===== config.mk =====
export PLATFORM = sky130hd
export DESIGN_NAME = sdeq_ram
export DESIGN_NICKNAME = d
export VERILOG_FILES = /design/src/design/sdeq_ram.sv
export SDC_FILE = /design/constraint.sdc
export NUM_CORES = 2
export LEC_CHECK = 0
export BUFFER_PORTS_ARGS = -buffer_cell sky130_fd_sc_hd__buf_4
export CAP_MARGIN = 20
export CORE_MARGIN = 2
export CORE_UTILIZATION = 32
export CTS_CLUSTER_SIZE = 40
export DETAILED_ROUTE_END_ITERATION = 8
export PLACE_DENSITY_LB_ADDON = 0.2
export REMOVE_ABC_BUFFERS = 1
export SLEW_MARGIN = 20
export SYNTH_ARGS = -nofsm -noshare
export SYNTH_HDL_FRONTEND = slang
export SYNTH_SLANG_ARGS = --single-unit

===== constraint.sdc =====
create_clock -name clk_i -period 5.3 [get_ports clk_i]
set_clock_uncertainty 0.15 [all_clocks]
set_input_delay 0 -clock clk_i [delete_from_list [all_inputs] [get_ports clk_i]]
set_output_delay 0 -clock clk_i [all_outputs]
set_load 0.1 [all_outputs]

===== src/design/sdeq_ram.sv =====
// ----------------------------------------------------------------------------
// sdeq_ram
// One-port-write, one-port-read synchronous RAM, registered read data.
// ----------------------------------------------------------------------------
module sdeq_ram #(
  parameter int unsigned Depth = 32,
  parameter int unsigned Width = 64
) (
  input  logic                     clk_i,
  input  logic                     we_i,
  input  logic [$clog2(Depth)-1:0] waddr_i,
  input  logic [Width-1:0]         wdata_i,
  input  logic [$clog2(Depth)-1:0] raddr_i,
  output logic [Width-1:0]         rdata_o
);
  logic [Width-1:0] mem_q [Depth];

  always_ff @(posedge clk_i) begin
    if (we_i) begin
      mem_q[waddr_i] <= wdata_i;
    end
    rdata_o <= mem_q[raddr_i];
  end
endmodule


# [Word level (Yosys, flattened, before mapping)]
# Memories as Yosys holds them, arrays and structs flattened. A register that Yosys moved wholly into a read port is not among the register bits.
# Cells that the tools add are included.
[totals] register_bits=0 ramBits=2048 input_bits=76 output_inout_bits=64 wordCells=3 memories=1
[memory_table] name="mem_q" depth=32 width=64 read_ports=1 rd_clocked_by_memory_dff=1 write_ports=1 line_no="16" text="logic [Width-1:0] mem_q [Depth];"
[op_classes] mux=2
[ops] operator="1-bit 2-to-1 mux" count=2

# [Longest topological paths before layout]
[depth] word_depth=2 depth_mapped=9 mapped_depth_nobuf=4

# [Worst setup path before layout]
# Ideal clock, no wire load.
[synth_timing] path_type="input to register" start="input waddr_i[1]" end="memory mem_q[12][0], enable pin" setup_ps=486 arrival_time_ps=3336 t_required_ps=4664 path_slack_ps=1328 path_stages=3 n_path_buf=1 cell_sequence="or3b_2 -> clkbuf_1 -> nor2_1"
[synth_rtl] element="start: declaration" line_no="11" text="input logic [$clog2(Depth)-1:0] waddr_i,"
[synth_rtl] element="end: declaration" line_no="16"
# Straight into the memory's write port.

# [Final worst setup path]
[layout_timing] start="input waddr_i[4]" end="memory mem_q[19][15], enable pin"
# Straight into the memory's write port.

==> results.md <==
* Critical Path Sink Type: register
* MaxCap Viol Count at 0
* Startpoint types: input pin
* Top cell type's share of synthesized area at 0.779
* Die width at 501 um
* Crit path DAT at approximately 3400 ps
* Total grt overflow at 0
* Origin of the worst setup path: waddr_i[4]
* Met3 Resource Use GR at 0.0273
* Peak VDD IR at around 0.00034 V
* Post-synthesis to final-layout area growth at 18.5%
* Root Driver: clkbuf_16
* Top cells by area, synth: edfxtp_1 78%, mux4_2 17%, dfxtp_1 1.6%
* Static Leak at approximately 29 nW
* Chip height at 501 um
* Final antenna-violating net count at 0
* Worst path cell trace: dlygate4sd3_1 > buf_4 > or3b_2 > dlygate4sd3_1 > nor2_4 > buf_4
* Met2 Usage GRT at 0.282
* Fill cells at 21800
* Largest net degree at the start of global routing at between 80 and 90
* H-tree depth at 4
* Syn_area_per_cell at 25.5 sq um
* Post-synthesis sequential area ratio at 0.795
* CP max stage cell: nor2_4
* Yosys reg bits at 2112
* Power Density at 389 nW/um^2
* Fin. max-slew vios at 0
* # setup viols final at 0
* Final wirelength at 214 mm
* Hold Crit Class: in2reg
* TritonCTS clock tree: yes
* Final Wtd Congestion at 0.709
* WP data required at around 5600 ps
* Tmin final at 3110 ps
* Worst Setup EP: mem_q[19][15]
* Cell family with most CP delay: buffers and inverters
* Starting density of the core at 0.321
* Final Power at ~0.036 W
* Final instance area at 93500 sq um
* RSZ-0062 raised after global routing: no
* Clock Pin Slew Worst Setup and Hold Paths at 60 ps
* Synth warn at 0
* Fin. Hold Viols at 0
* Later-pin clock latency in the skew report at 840 ps
* FF-to-FF Start: mem_q[26][58]
* Worst-Margin Slew at 1120 ps
* Gr usage total at 0.171
* GRT busiest layer: met2
* Critical path type: in2reg
* Post-Syn Area at 79000 sq um
* Vias per Instance at slightly above 5
* Status: finished clean
* Tcrit/Tclk final at 0.587
* Grt met1 use at 0.235
* Fmax at 0.321 GHz
* Cell variety after synth at 31
* Slew HR at 0.248
* DRC Markers at 0
* Routed WL per cell at 30.8 um
* Fin Setup TNS at 0 ps
* Sink Count at 2112
* Max FO, Critical Path at 16
* HPWL Detailed at 108 mm
* Synth area leader: edfxtp_1
* R2r setup slk at 2760 ps
* R2R depth at 4
* Share of post-route cells with drive strength above 1 at 0.343
* Slowest cell delay on critical path at around 780 ps
* Clock Path Buffers at 3
* Rows at 182
* Placed cell areas at 84800 sq um
* Antenna violations before repair at 15
* Port buffer count at 139
* CTS Buf Count at roughly 220
* First-pass GRT wire length at 301 mm
* Die Footprint at 251000 sq um
* Buf/Inv on CP at 4
* Final core occ at 0.381
* Via count at 35500
* Core area at around 250000 sq um
* I/O Pins at 140
* Critical Path Stages at 6
* Post_cts resized at 0
* Total Nets Final at about 3600
* Mapped Cells at 3097
* Vias in the first global route at 37700
* DRT Pass-1 Iters at 5
* Initial DRC count at roughly 3800
* Worst reg2reg path endpoint: rdata_o[58]
## layout make-up
class                   count  area (sq um)  area share
multi-input cells         828         15700       0.168
clock buffers             297          5990      0.0641
inverters                   1          3.75   0.0000401
flip-flops and latches   2112         62800       0.671
diodes                      2          5.00   0.0000535
clock inverters           115          1190      0.0127
well taps                3220          4030      0.0431
repair buffers            391          3860      0.0413
## layer usage
metal / up-vias / wire length [um]
met5: - / 9
met4: 2 / 4820
met3: 294 / 10000
met2: 981 / 106000
met1: 19800 / 93200
li1: 14400 / -
## timing repair
item / CTS / global route
endpoints found under the hold margin: 2345 / 0
hold buffers: 148 / 0
buffers inserted: 0 / 0
## worst reg2reg max path, cell delays in order, from the launching register on
cell and delay [ps]:
edfxtp_1 370, mux4_2 480, mux4_2 590, mux2_2 310, dlygate4sd3_1 550
## cells by family after synthesis
group | after synthesis | share of synthesized area
flip-flops | 2112 | 0.795
multiplexers | 714 | 0.187
buffers and inverters | 157 | 0.00944
AND/OR/NAND/NOR | 64 | 0.00379
AO/OA/AOI/OAI | 50 | 0.00466
## worst min path at each step
stage / cells past startpoint / endpoint / startpoint
6_report: 3 / mem_q[28][56] / waddr_i[1]
5_1_grt: 2 / mem_q[26][29] / wdata_i[29]
4_1_cts: 2 / mem_q[22][34] / wdata_i[34]
2_1_floorplan: 0 / mem_q[0][0] / wdata_i[0]
3_5_place_dp: 1 / mem_q[3][41] / wdata_i[41]
3_3_place_gp: 1 / mem_q[20][49] / wdata_i[49]
## state kept, by name, summed over array words and instances, names as in the netlist
register,flops
mem_q,2048
rdata_o,64
## report_power, final
group,internal [W],switching [W],leakage [nW]
Sequential,0.0186,0.000106,19.0
Combinational,0.000837,0.00147,6.54
Clock,0.00894,0.00649,3.49
## synthesized netlist by cell type
cell       number
a211oi_1        3
a221oi_1       12
a22o_1          1
a22oi_1         3
and2_0          1
and2_1          3
buf_1          19
buf_2          65
buf_4          14
buf_6           3
clkbuf_1       55
dfxtp_1        64
edfxtp_1     2048
inv_2           1
mux2_2         74
mux2i_1        38
mux4_2        602
nand2_1         3
nand2b_1        2
nand3_1         2
nand3b_1        5
nor2_1         41
nor2b_1         4
o211ai_1        3
o21ai_0         9
o221ai_1        3
o22ai_1        10
o2bb2ai_1       3
o31a_1          3
or3_1           1
or3b_2          2
## per-stage QoR
stage / std cells / hold slack [ps] / worst slack [ps]
after floorplan: 2941 / -51.1 / 1400
final: 6966 / 35.4 / 2190
after detailed placement: 6401 / 274 / 2260
after global placement: 6398 / 265 / 2180
after CTS: 6961 / 1.90 / 2240
after global routing: 6965 / 26.8 / 2200
## cells in the final DEF (no fill, tap or decap), drive strengths merged, types with 3 or more instances in the layout
master | netlist | final
and2 | 4 | 4
dfxtp | 64 | 64
o31a | 3 | 3
mux4 | 602 | 602
clkbuf | 55 | 299
clkinv | 0 | 82
inv | 1 | 8
bufinv | 0 | 21
nor2b | 4 | 4
mux2i | 38 | 38
a221oi | 12 | 12
dlygate4sd3 | 0 | 122
nand2 | 3 | 3
buf | 101 | 267
clkinvlp | 0 | 5
o221ai | 3 | 3
o2bb2ai | 3 | 3
edfxtp | 2048 | 2048
a211oi | 3 | 3
o211ai | 3 | 3
o22ai | 10 | 10
a22oi | 3 | 3
nor2 | 41 | 41
o21ai | 9 | 9
nand3b | 5 | 5
mux2 | 74 | 74
No activity file was read; power rests on OpenSTA's default activity.
